--- src/hw/rtl/pcab_pkg.sv ---
// ----------------------------------------------------------------------------
// pcab_pkg
// Types, constants and CORDIC tables of the point cloud angle binner.
// ----------------------------------------------------------------------------
package pcab_pkg;

  localparam int unsigned MaxPoints = 4096;
  localparam int unsigned NumBins   = 512;
  localparam int unsigned PtAw      = $clog2(MaxPoints);
  localparam int unsigned PtCw      = PtAw + 1;
  localparam int unsigned BinAw     = $clog2(NumBins);
  localparam int unsigned BinCw     = BinAw + 1;
  localparam int unsigned Iters     = 16;
  localparam int unsigned CordW     = 34;
  localparam int unsigned QDepth    = 4;

  localparam logic [16:0] RangeOnes = 17'h1FFFF;
  localparam logic [31:0] GainInv   = 32'h26DD3B6A;

  typedef enum logic [1:0] {
    ActAdd    = 2'd0,
    ActFinish = 2'd1,
    ActRead   = 2'd2,
    ActNone   = 2'd3
  } action_e;

  typedef enum logic [1:0] {
    RegStep  = 2'd0,
    RegLower = 2'd1,
    RegUpper = 2'd2
  } reg_e;

  // command from front to back
  typedef struct packed {
    action_e            act;
    logic signed [17:0] x;
    logic signed [17:0] y;
    logic [BinAw-1:0]   idx;
  } cmd_t;

  function automatic logic [31:0] atan_lut(input logic [3:0] i);
    logic [31:0] r;
    case (i)
      4'd0:  r = 32'd536870912;
      4'd1:  r = 32'd316933406;
      4'd2:  r = 32'd167458907;
      4'd3:  r = 32'd85004756;
      4'd4:  r = 32'd42667331;
      4'd5:  r = 32'd21354465;
      4'd6:  r = 32'd10679838;
      4'd7:  r = 32'd5340245;
      4'd8:  r = 32'd2670163;
      4'd9:  r = 32'd1335087;
      4'd10: r = 32'd667544;
      4'd11: r = 32'd333772;
      4'd12: r = 32'd166886;
      4'd13: r = 32'd83443;
      4'd14: r = 32'd41722;
      default: r = 32'd20861;
    endcase
    return r;
  endfunction

endpackage

--- src/hw/rtl/pcab_front.sv ---
// ----------------------------------------------------------------------------
// pcab_front
// Input side: accepts items, drops unused actions, queues commands.
// ----------------------------------------------------------------------------
module pcab_front (
  input  logic                clk_i,
  input  logic                rst_ni,
  input  logic                push_i,
  output logic                full_o,
  input  logic [1:0]          action_i,
  input  logic signed [17:0]  point_x_i,
  input  logic signed [17:0]  point_y_i,
  input  logic [8:0]          bin_index_i,
  output logic                cmd_valid_o,
  output pcab_pkg::cmd_t      cmd_o,
  input  logic                cmd_take_i
);
  import pcab_pkg::*;

  localparam int unsigned QAw = $clog2(QDepth);

  cmd_t           q_mem [QDepth];
  logic [QAw-1:0] wr_q, rd_q;
  logic [QAw:0]   cnt_q;
  logic           wr_en, rd_en;
  cmd_t           c;

  assign full_o = (cnt_q == (QAw+1)'(QDepth));
  assign c      = {action_i, point_x_i, point_y_i, bin_index_i};
  assign wr_en  = push_i && !full_o && (action_e'(action_i) != ActNone);
  assign rd_en  = cmd_take_i && cmd_valid_o;
  assign cmd_valid_o = (cnt_q != '0);
  assign cmd_o  = q_mem[rd_q];

  always_ff @(posedge clk_i) begin
    if (wr_en) begin
      q_mem[wr_q] <= c;
    end
  end

  always_ff @(posedge clk_i or negedge rst_ni) begin
    if (!rst_ni) begin
      wr_q  <= '0;
      rd_q  <= '0;
      cnt_q <= '0;
    end else begin
      if (wr_en) wr_q <= wr_q + 1'b1;
      if (rd_en) rd_q <= rd_q + 1'b1;
      cnt_q <= cnt_q + (QAw+1)'(wr_en) - (QAw+1)'(rd_en);
    end
  end

endmodule

--- config.mk ---
export PLATFORM = sky130hd
export DESIGN_NAME = pcab_front
export DESIGN_NICKNAME = d
export VERILOG_FILES = /design/src/hw/rtl/pcab_pkg.sv /design/src/hw/rtl/pcab_front.sv
export SDC_FILE = /design/constraint.sdc
export NUM_CORES = 1
export LEC_CHECK = 0
export ABC_AREA = 1
export BUFFER_PORTS_ARGS = -buffer_cell sky130_fd_sc_hd__buf_4
export CAP_MARGIN = 40
export CORE_MARGIN = 1.5
export CORE_UTILIZATION = 60
export CTS_CLUSTER_DIAMETER = 40
export CTS_CLUSTER_SIZE = 40
export DETAILED_ROUTE_END_ITERATION = 8
export PLACE_DENSITY = 0.93
export SYNTH_ARGS = -nofsm -noshare
export SYNTH_HDL_FRONTEND = slang
export SYNTH_SLANG_ARGS = --single-unit
--- constraint.sdc ---
create_clock -name clk_i -period 8.1 [get_ports clk_i]
set_clock_uncertainty 0.15 [all_clocks]
set_input_delay 1.215 -clock clk_i [delete_from_list [all_inputs] [get_ports clk_i]]
set_output_delay 1.215 -clock clk_i [all_outputs]
set_load 0.05 [all_outputs]
== Word-level counts from Yosys, hierarchy flattened ==
Memories as Yosys holds them, arrays and structs flattened.
Index checks and enable logic that the tools add are counted.
Storage, ports and cells
  bits in registers: 7
  bits in writable memories: 188
  output and inout bits: 49
  word-level logic and storage cells: 17
  memories: 1
Cells by class
  add/subtract/negate cells: 4
  eq/ne operators: 2
  multiplexer cells: 2
  reductions and logical operators: 5
Memory list
  q_mem: words 4, width 47, read ports 1, clocked after Yosys merged registers in 0, wr ports 1, line pcab_front.sv:22  | cmd_t q_mem [QDepth];
Operator list (count)
  $add 2x1->2 const B: 2
  $add 3x1->3: 1
  $eq 3x3->1 const B: 1
  $logic_and 1x1->1: 3
  $reduce_bool 3->1: 1
  $sub 3x1->3: 1
  $mux 1: 2
  $ne 2x2->1 const B: 1
  $logic_not 1->1: 1

== Logic depth before layout (Yosys ltp) ==
Gate-level depths: netlist of the first run.
  word-level depth: 6
  mapped depth: 12
  mapped depth without buffers: 12

== Least setup slack after synthesis of the first run ==
No wires, ideal clock.
  path type: input port to flip-flop
  start point: input push_i
  end point: memory q_mem[0][0] (netlist name), enable pin
  library setup time: 0.452 ns
  arrival: 3.581 ns
  required time: 7.498 ns
  setup slack: 3.917 ns
  stages: 4
  path through: inv_1 a21oi_1 nand2_1 nor2_1
On the way
  word-level cells in the longest chain between the ends: 4
RTL lines
  start, declared: line pcab_front.sv:8  | input logic push_i,
  $logic_and 1x1->1 (2 in series): line pcab_front.sv:30  | assign wr_en = push_i && !full_o && (action_e'(action_i) != ActNone);
  $mux 1: line pcab_front.sv:36  | if (wr_en) begin
  $mux 1 (implied by the code): line pcab_front.sv:37  | q_mem[wr_q] <= c;
  end, declared: line pcab_front.sv:22
Every way passes these cells.

==> impl_metrics.json, run 1 <==
{
  "status": "finished clean",
  "design.core.area_mm2": 0.0127,
  "cts_buffers": 17,
  "tightest_slew_ns": 0.679,
  "seq_area_frac_synth_pct": 73.6,
  "cap_violations": 0,
  "dieHeight_um": 118,
  "antenna_found_initial": 0,
  "crit_type": "flip-flop to primary output",
  "ant_nets": 0,
  "finalPower_mw": 3.98,
  "drt-initial-drc-count": 320,
  "grt_pass1_vias": 4814,
  "worstPathMaxFanout": 93,
  "setup_ws_ns": 4.12,
  "remaining_drc_errors": 0,
  "crit_family": "buffers and inverters",
  "pin_count": 100,
  "path_clk_slew_ns": 0.06,
  "grt_pass1_wl_um": 24200,
  "cts_tree": "yes",
  "gp_congestion": 0.763,
  "viasPerCell": 5.45,
  "post-place-ws_ns": 4.37,
  "slew_headroom_pct": 54.6,
  "cts_resized": 0,
  "max_stage_delay_ns": 0.44,
  "stdcell_area_mm2": 0.00951,
  "required_ns": 6.73,
  "overflow": 0,
  "cts-htree-levels": 4,
  "syn_area_mm2": 0.00791,
  "cts.sinks": 195,
  "clock.fmax_mhz": 251,
  "syn_avg_cell_area_um2": 13.0,
  "finalSetupViolCount": 0,
  "drive_gt1_share_pct": 21.6,
  "placed_area_mm2": 0.00884,
  "start_util_pct": 62.1,
  "worstSkewPairLatency_ns": 0.43,
  "hold_buffers": 0,
  "area_delta_synth_final_pct": 20.3,
  "hpwl_um": 9110,
  "fin_crit_sh_pct": 49.2,
  "syn_inst": 610,
  "grt_max_degree": 94,
  "min-delay-path-class": "flip-flop to flip-flop",
  "cp_cell_sequence": "inv_6, buf_4, buf_16, nand2_1, o211ai_1, nand2_1, buf_4",
  "route.vias.total": 4848,
  "grt_setup_unrepaired": "no",
  "clock_path_buffers": 2,
  "fillerInstances": 763,
  "worstPathArrival_ns": 2.62,
  "layout_min_cycle_time_ns": 3.98,
  "nets": 763,
  "drt_wl_total_um": 15300,
  "finalHoldViolations": 0,
  "crit_slowest_cell": "dfrtp_1",
  "hold_ws_ns": 0.377,
  "num_rows": 41,
  "routedWlPerCell_um": 17.2,
  "synth_fp_nets": 668,
  "setup.worst_path.start_class": "flip-flop",
  "dr.pass1.iters": 5,
  "synth_warnings": 0,
  "cts-root-buf": "clkbuf_16",
  "post_cts_buffers": 0,
  "dieArea_mm2": 0.0139,
  "end_kind": "primary output",
  "ys_types": 17,
  "vdd_drop_max_mv": 0.293,
  "power.density_mw_per_mm2": 419,
  "path_buf_inv": 4,
  "ys_ff_latch": 195,
  "slew_violations": 0,
  "fin_tns_setup_ns": 0,
  "p_leak_nw": 3.89,
  "grt.total_usage_pct": 23.1,
  "antenna_cells": 0,
  "die_w_um": 118,
  "port_buffers": 99
}
## registers in the layout (all words and copies together), names as in the netlist
name / flops
cnt_q: 3
q_mem: 188
rd_q: 2
wr_q: 2
## cell type report
cell class                 instances  area [um^2]  share of cell area, %
tap                              172          215                   2.26
sequential                       195         5820                   61.2
inverter                         112          425                   4.47
multi-input combinational        272         1530                   16.1
clock buffer                      18          429                   4.51
timing repair buffer             107          848                   8.92
clock inverter                    14          235                   2.47
## stage by stage
| stage | util, % | instances |
|---|---|---|
| final | 74.7 | 890 |
| after global routing | 74.7 | 890 |
| after CTS | 74.7 | 890 |
| after detailed placement | 69.5 | 858 |
| after global placement | 69.0 | 855 |
| after floorplan | - | 610 |
## synthesized netlist by cell type
library cell	number	share of area (%)
edfxtp_1	188	71
nand2_1	159	7.5
inv_1	109	5.2
o211ai_1	84	8.0
buf_2	12	0.76
o211ai_2	10	1.6
clkbuf_1	9	0.43
dfrtp_1	7	2.2
nand3_1	7	0.44
buf_4	6	0.57
ha_1	6	0.95
nor2_1	4	0.19
buf_1	3	0.14
inv_2	3	0.14
a21oi_1	1	0.063
buf_6	1	0.14
fa_1	1	0.25
## cell usage in the layout (no fill, tap or decap), drive strengths merged
master    synthesis  routed
nand3             7       7
inv             112     112
bufinv            0       6
buf              22     107
ha                6       6
dfrtp             7       7
nand2           159     159
clkinv            0       3
clkbuf            9      18
o211ai           94      94
a21oi             1       1
edfxtp          188     188
nor2              4       4
fa                1       1
clkinvlp          0       5
## power by group
part / internal, mW / total [mW] / switching, mW
sequential: 1.28 / 1.34 / 0.0585
combinational: 0.472 / 1.72 / 1.25
clock: 0.577 / 0.929 / 0.352
total: 2.33 / 3.98 / 1.66
## cells by family after synthesis
group	after synthesis	synth area share (%)
AOI/OAI and AO/OA	95	9.62
adders and majority gates	7	1.20
buffers and inverters	143	7.36
DFF	195	73.6
and+or+nand+nor	170	8.18
## per-layer routing
layer | vias up | part of all wire, % | GRT usage [%]
met5 | - | 0 | 0
met4 | 0 | 2.3 | 9.98
met3 | 27 | 5.3 | 5.86
met2 | 171 | 52 | 39.4
met1 | 2350 | 41 | 28.0
li1 | 2300 | - | -
## path summary, 6_finish.rpt
| path | from | endpoint | slack (ns) | cells after the start |
|---|---|---|---|---|
| setup / recovery | rd_q[0] | cmd_o[41] | 4.12 | 7 |
| hold / removal | cnt_q[0] | cnt_q[0] | 0.38 | 1 |
| setup reg to reg | cnt_q[1] | q_mem[3][5] | 5.44 | 5 |
| hold reg to reg | cnt_q[0] | cnt_q[0] | 0.38 | 1 |
| max in group asynchronous | rst_ni | rd_q[1] | 7.22 | 1 |
| min in group asynchronous | rst_ni | wr_q[0] | 0.44 | 1 |
(Power assumes the default switching activity.)
==> inputs of run 2 (changes only) <==
- CORE_UTILIZATION: 60 -> 57
- PLACE_DENSITY: 0.93 -> 0.9
- clock period: 8.1 -> 3.83 ns (I/O delays scaled with it)
==> impl_metrics.json, run 2 (synthesis gave the netlist of run 1 again) <==
{
  "finalHoldViolations": 0,
  "multi_input_area_mm2": 0.00153,
  "final_common_cell": "edfxtp_1",
  "layout_common_cells": "edfxtp_1, nand2_1, inv_1",
  "grt_pass1_vias": 4933,
  "layout_min_cycle_time_ns": 2.99,
  "worstPathMaxFanout": 73,
  "status": "finished clean",
  "vdd_drop_max_mv": 0.650,
  "required_ns": 3.11,
  "final_cells": 896,
  "fin_tns_setup_ns": 0,
  "tightest_slew_ns": 0.750,
  "dr.pass1.iters": 7,
  "cts_tree": "yes",
  "nets": 766,
  "largest_reg_flops": 188,
  "route.vias.total": 4872,
  "die_w_um": 121,
  "hpwl_um": 9680,
  "remaining_drc_errors": 0,
  "grt.total_usage_pct": 22.2,
  "p_leak_nw": 3.87,
  "timing.rr.start": "cnt_q[1]",
  "drt_wl_total_um": 15600,
  "slew_violations": 0,
  "fin_crit_sh_pct": 78.0,
  "gp_congestion": 0.799,
  "overflow": 0,
  "num_rows": 42,
  "worstPathArrival_ns": 2.26,
  "finalPower_mw": 8.21,
  "clock_path_buffers": 2,
  "finalSetupViolCount": 0,
  "clock.fmax_mhz": 335,
  "cap_violations": 0,
  "cts_resized": 0,
  "cts_buffers": 17,
  "antenna_cells": 0,
  "area_delta_synth_final_pct": 19.7,
  "path_clk_slew_ns": 0.06,
  "fillerInstances": 856,
  "dp_cells": 864,
  "min_path_cells": 1,
  "rr_worst_depth": 10,
  "dieArea_mm2": 0.0146,
  "slew_headroom_pct": 49.9,
  "setup.worst_path.start_class": "flip-flop",
  "whs_endpoint": "q_mem[0][42]",
  "power.density_mw_per_mm2": 867,
  "crit_type": "flip-flop to primary output",
  "grt_max_degree": 84,
  "drive_gt1_share_pct": 21.1,
  "top_register": "q_mem",
  "dieHeight_um": 121,
  "design.core.area_mm2": 0.0134,
  "grt_setup_unrepaired": "no",
  "post_cts_buffers": 0,
  "antenna_found_initial": 0,
  "hold_ws_ns": 0.191,
  "worstReg2RegEnd": "cnt_q[2]",
  "r2r_setup_slack_ns": 1.38,
  "reg.largest.list": "q_mem x188, cnt_q x3",
  "drt-initial-drc-count": 444,
  "pin_count": 100,
  "min_from": "point_x_i[15]",
  "cts-root-buf": "clkbuf_16",
  "port_buffers": 99,
  "cts-htree-levels": 4,
  "end_kind": "primary output",
  "min-delay-path-class": "input pin to flip-flop",
  "ff_latch_area_mm2": 0.00582,
  "worstSkewPairLatency_ns": 0.43,
  "routedWlPerCell_um": 17.4,
  "start_util_pct": 59.0,
  "grt_pass1_wl_um": 24000,
  "viasPerCell": 5.44,
  "ant_nets": 0,
  "cts.sinks": 195
}
-- run 2: area by class of cell --
cell class	count	share of cell area, %
Clock buffer	18	4.54
Timing Repair Buffer	110	9.41
Tap cell	176	2.33
Multi-Input combinational cell	272	16.2
Clock inverter	13	1.51
Inverter	112	4.50
Sequential cell	195	61.5
-- run 2: report_power, final --
| part | total, mW | switching (mW) | internal, mW |
|---|---|---|---|
| clock | 1.72 | 0.715 | 1.01 |
| sequential | 2.81 | 0.108 | 2.71 |
| combinational | 3.67 | 2.67 | 0.999 |
-- run 2: routing by layer --
layer	up-vias	global-route usage [%]	share of wire [%]
met1	2381	24.9	38
met4	0	8.46	1.7
met5	-	0	0
li1	2301	-	-
met3	21	5.94	6.4
met2	169	40.3	54
-- run 2: critical path, cell delays in order, from the launching register on --
cell	delay, ns
dfrtp_1	0.44
inv_6	0.42
buf_4	0.43
nand2_1	0.11
o211ai_1	0.11
nand2_1	0.11
buf_4	0.20
-- run 2: how the worst max path moves through the flow --
| stage | start | to | slack [ns] | depth (start not counted) |
|---|---|---|---|---|
| final | rd_q[0] | cmd_o[41] | 0.84 | 6 |
| after global routing | rd_q[0] | cmd_o[41] | 0.72 | 6 |
| after CTS | rd_q[0] | cmd_o[41] | 0.82 | 6 |
| after detailed placement | action_i[0] | cnt_q[2] | 0.99 | 10 |
| after global placement | action_i[0] | q_mem[2][35] | 1.12 | 5 |
| after floorplan | push_i | q_mem[0][0] | 0.29 | 4 |
-- run 2: metrics by stage --
stage / cell area (um^2) / setup slack (ns) / util [%]
after global routing: 9460 / 0.724 / 70.6
after detailed placement: 8880 / 0.989 / 66.3
final: 9460 / 0.844 / 70.6
after floorplan: 7910 / 0.288 / -
after CTS: 9460 / 0.820 / 70.6
after global placement: 8860 / 1.12 / 66.1
-- run 2: what timing repair did --
action / CTS / global route
hold endpoints to repair: 7 / 0
endpoints found under the setup margin: 0 / 0
hold buffers: 1 / 0
==> inputs of run 3 (changes only) <==
- CORE_UTILIZATION: 57 -> 52
- PLACE_DENSITY: 0.9 -> 0.87
- clock period: 3.83 -> 2.4 ns (I/O delays scaled with it)
==> impl_metrics.json, run 3 (synthesis gave the netlist of run 1 again) <==
{
  "status": "finished clean",
  "dr.pass1.iters": 4,
  "worstSkewPairLatency_ns": 0.43,
  "slew_headroom_pct": 77.2,
  "p_int_mw": 7.83,
  "post-place-ws_ns": 0.166,
  "hpwl_um": 9660,
  "antenna_found_initial": 1,
  "r2r_setup_slack_ns": 0.26,
  "worstPathArrival_ns": 1.80,
  "fin_tns_setup_ns": 0,
  "crit_slowest_cell": "dfrtp_2",
  "grt_pass1_vias": 5045,
  "netSwitchingFraction_pct": 42.1,
  "cts_tree": "yes",
  "cap_violations": 0,
  "min-delay-path-class": "input pin to flip-flop",
  "min_from": "cmd_take_i",
  "pin_count": 100,
  "tightest_slew_ns": 0.342,
  "crit_type": "flip-flop to primary output",
  "setup.worst_path.start_class": "flip-flop",
  "cts-root-buf": "clkbuf_16",
  "slew_violations": 0,
  "worstReg2RegEnd": "cnt_q[1]",
  "grt_util_met1_pct": 26.0,
  "clock.fmax_mhz": 432,
  "route.vias.total": 5048,
  "grt_max_degree": 48,
  "path_clk_slew_ns": 0.07,
  "routedWlPerCell_um": 16.9,
  "end_kind": "primary output",
  "hold_ws_ns": 0.0500,
  "timing.rr.start": "cnt_q[2]",
  "vdd_drop_max_mv": 0.777,
  "final_common_cell": "edfxtp_1",
  "top_register": "q_mem",
  "num_rows": 44,
  "min_path_cells": 3,
  "power.density_mw_per_mm2": 1330,
  "path_common_cell": "nand2_1",
  "layout_common_cells": "edfxtp_1, nand2_1, inv_1",
  "p_sw_mw": 5.70,
  "grt.met2_usage_pct": 36.2,
  "finalHoldViolations": 0,
  "cts.sinks": 195,
  "max_stage_delay_ns": 0.49,
  "grt_pass1_wl_um": 25200,
  "drt_wl_total_um": 16300,
  "cts-htree-levels": 4,
  "overflow": 0,
  "viasPerCell": 5.23,
  "dieHeight_um": 126,
  "top_usage_layer": "met2",
  "port_buffers": 99,
  "fin_crit_sh_pct": 96.4,
  "worstPathMaxFanout": 29,
  "setup_ws_ns": 0.0860,
  "ant_nets": 0,
  "power_frac_clock_pct": 20.8,
  "largest_reg_flops": 188,
  "dieArea_mm2": 0.0160,
  "p_leak_nw": 4.17,
  "grt.total_usage_pct": 21.0,
  "p_seq_share_pct": 33.4,
  "crit_family": "buffers and inverters",
  "whs_endpoint": "rd_q[0]",
  "use_met3_pct": 4.39,
  "final_core_util_pct": 69.1,
  "die_w_um": 126,
  "area_delta_synth_final_pct": 28.4,
  "remaining_drc_errors": 0,
  "clock_path_buffers": 2,
  "reg.largest.list": "q_mem x188, cnt_q x3",
  "combinationalPowerShare_pct": 45.7,
  "drt-initial-drc-count": 281,
  "cts_buffers": 17,
  "layout_min_cycle_time_ns": 2.31,
  "finalPower_mw": 13.5,
  "required_ns": 1.89,
  "design.core.area_mm2": 0.0147,
  "grt_setup_unrepaired": "yes",
  "rr_worst_depth": 10,
  "nets": 825,
  "path_buf_inv": 3,
  "cp_cell_sequence": "inv_8, buf_8, nand2_1, o211ai_1, nand2_1, buf_4",
  "start_util_pct": 53.8,
  "finalSetupViolCount": 0,
  "gp_congestion": 0.862,
  "drive_gt1_share_pct": 21.8
}
## run 3: changes by cell type in the layout (fill, tap and decap cells not counted), moves of 2 or more
cell	previous run	this run
buf_8	0	2
dlygate4sd3_1	1	48
buf_4	104	108
buf_12	5	7
clkinv_4	1	5
clkinv_1	5	2
## run 3: worst max path at each step
stage                     slack [ns]  depth (start not counted)          end   startpoint
after floorplan                -0.19                          4  q_mem[0][0]       push_i
after global placement          0.27                         10     cnt_q[2]  action_i[0]
after detailed placement        0.17                          9     cnt_q[1]  action_i[0]
after CTS                      0.002                          6    cmd_o[18]      rd_q[0]
after global routing           -0.02                          6    cmd_o[43]      rd_q[0]
final                           0.09                          6    cmd_o[32]      rd_q[0]
## run 3: stage by stage
step	std cells	cell area, um^2
floorplan	610	7920
global placement	881	9000
detailed placement	881	9000
CTS	961	10100
global route	965	10200
finish	965	10200
## run 3: what timing repair did
item                                    CTS  global route
endpoints found under the hold margin   195             0
resized for setup                         3             8
hold buffers                             48             0
endpoints found under the setup margin   15            41
gates cloned                              0             2
buffers inserted                          0             1
## run 3: routing by layer
| layer | vias to the layer above | share of wire [%] | routed length (um) |
|---|---|---|---|
| li1 | 2421 | - | - |
| met1 | 2441 | 42 | 6910 |
| met2 | 155 | 51 | 8370 |
| met3 | 31 | 4.5 | 736 |
| met4 | 0 | 1.9 | 315 |
| met5 | - | 0 | 0 |
## run 3: power by group through the flow
stage	Sequential, mW	Clock, mW	Combinational (mW)
6_report	4.53	2.82	6.19
5_1_grt	4.56	3.00	6.61
4_1_cts	4.53	2.87	6.07
3_3_place_gp	4.56	0	5.83
3_5_place_dp	4.60	0	5.97
2_1_floorplan	4.51	0	4.20
## run 3: area by class of cell
type                    instances  area (um^2)
multi-input cells             272         1540
flip-flops and latches        195         5830
well taps                     184          230
clock inverters                13          161
repair buffers                168         1530
diodes                          1         2.50
repair inverters                1         5.00
fillers                       951         4550
clock buffers                  19          433
inverters                     112          428
## run 3: worst register-to-register path: stages, from the launching register on
cell     delay (ns)
dfrtp_1        0.41
inv_1          0.11
nand3_2        0.13
nand2_1        0.13
inv_1          0.06
ha_1           0.27
inv_1          0.06
ha_1           0.14
inv_1          0.05
fa_1           0.48
inv_1          0.05
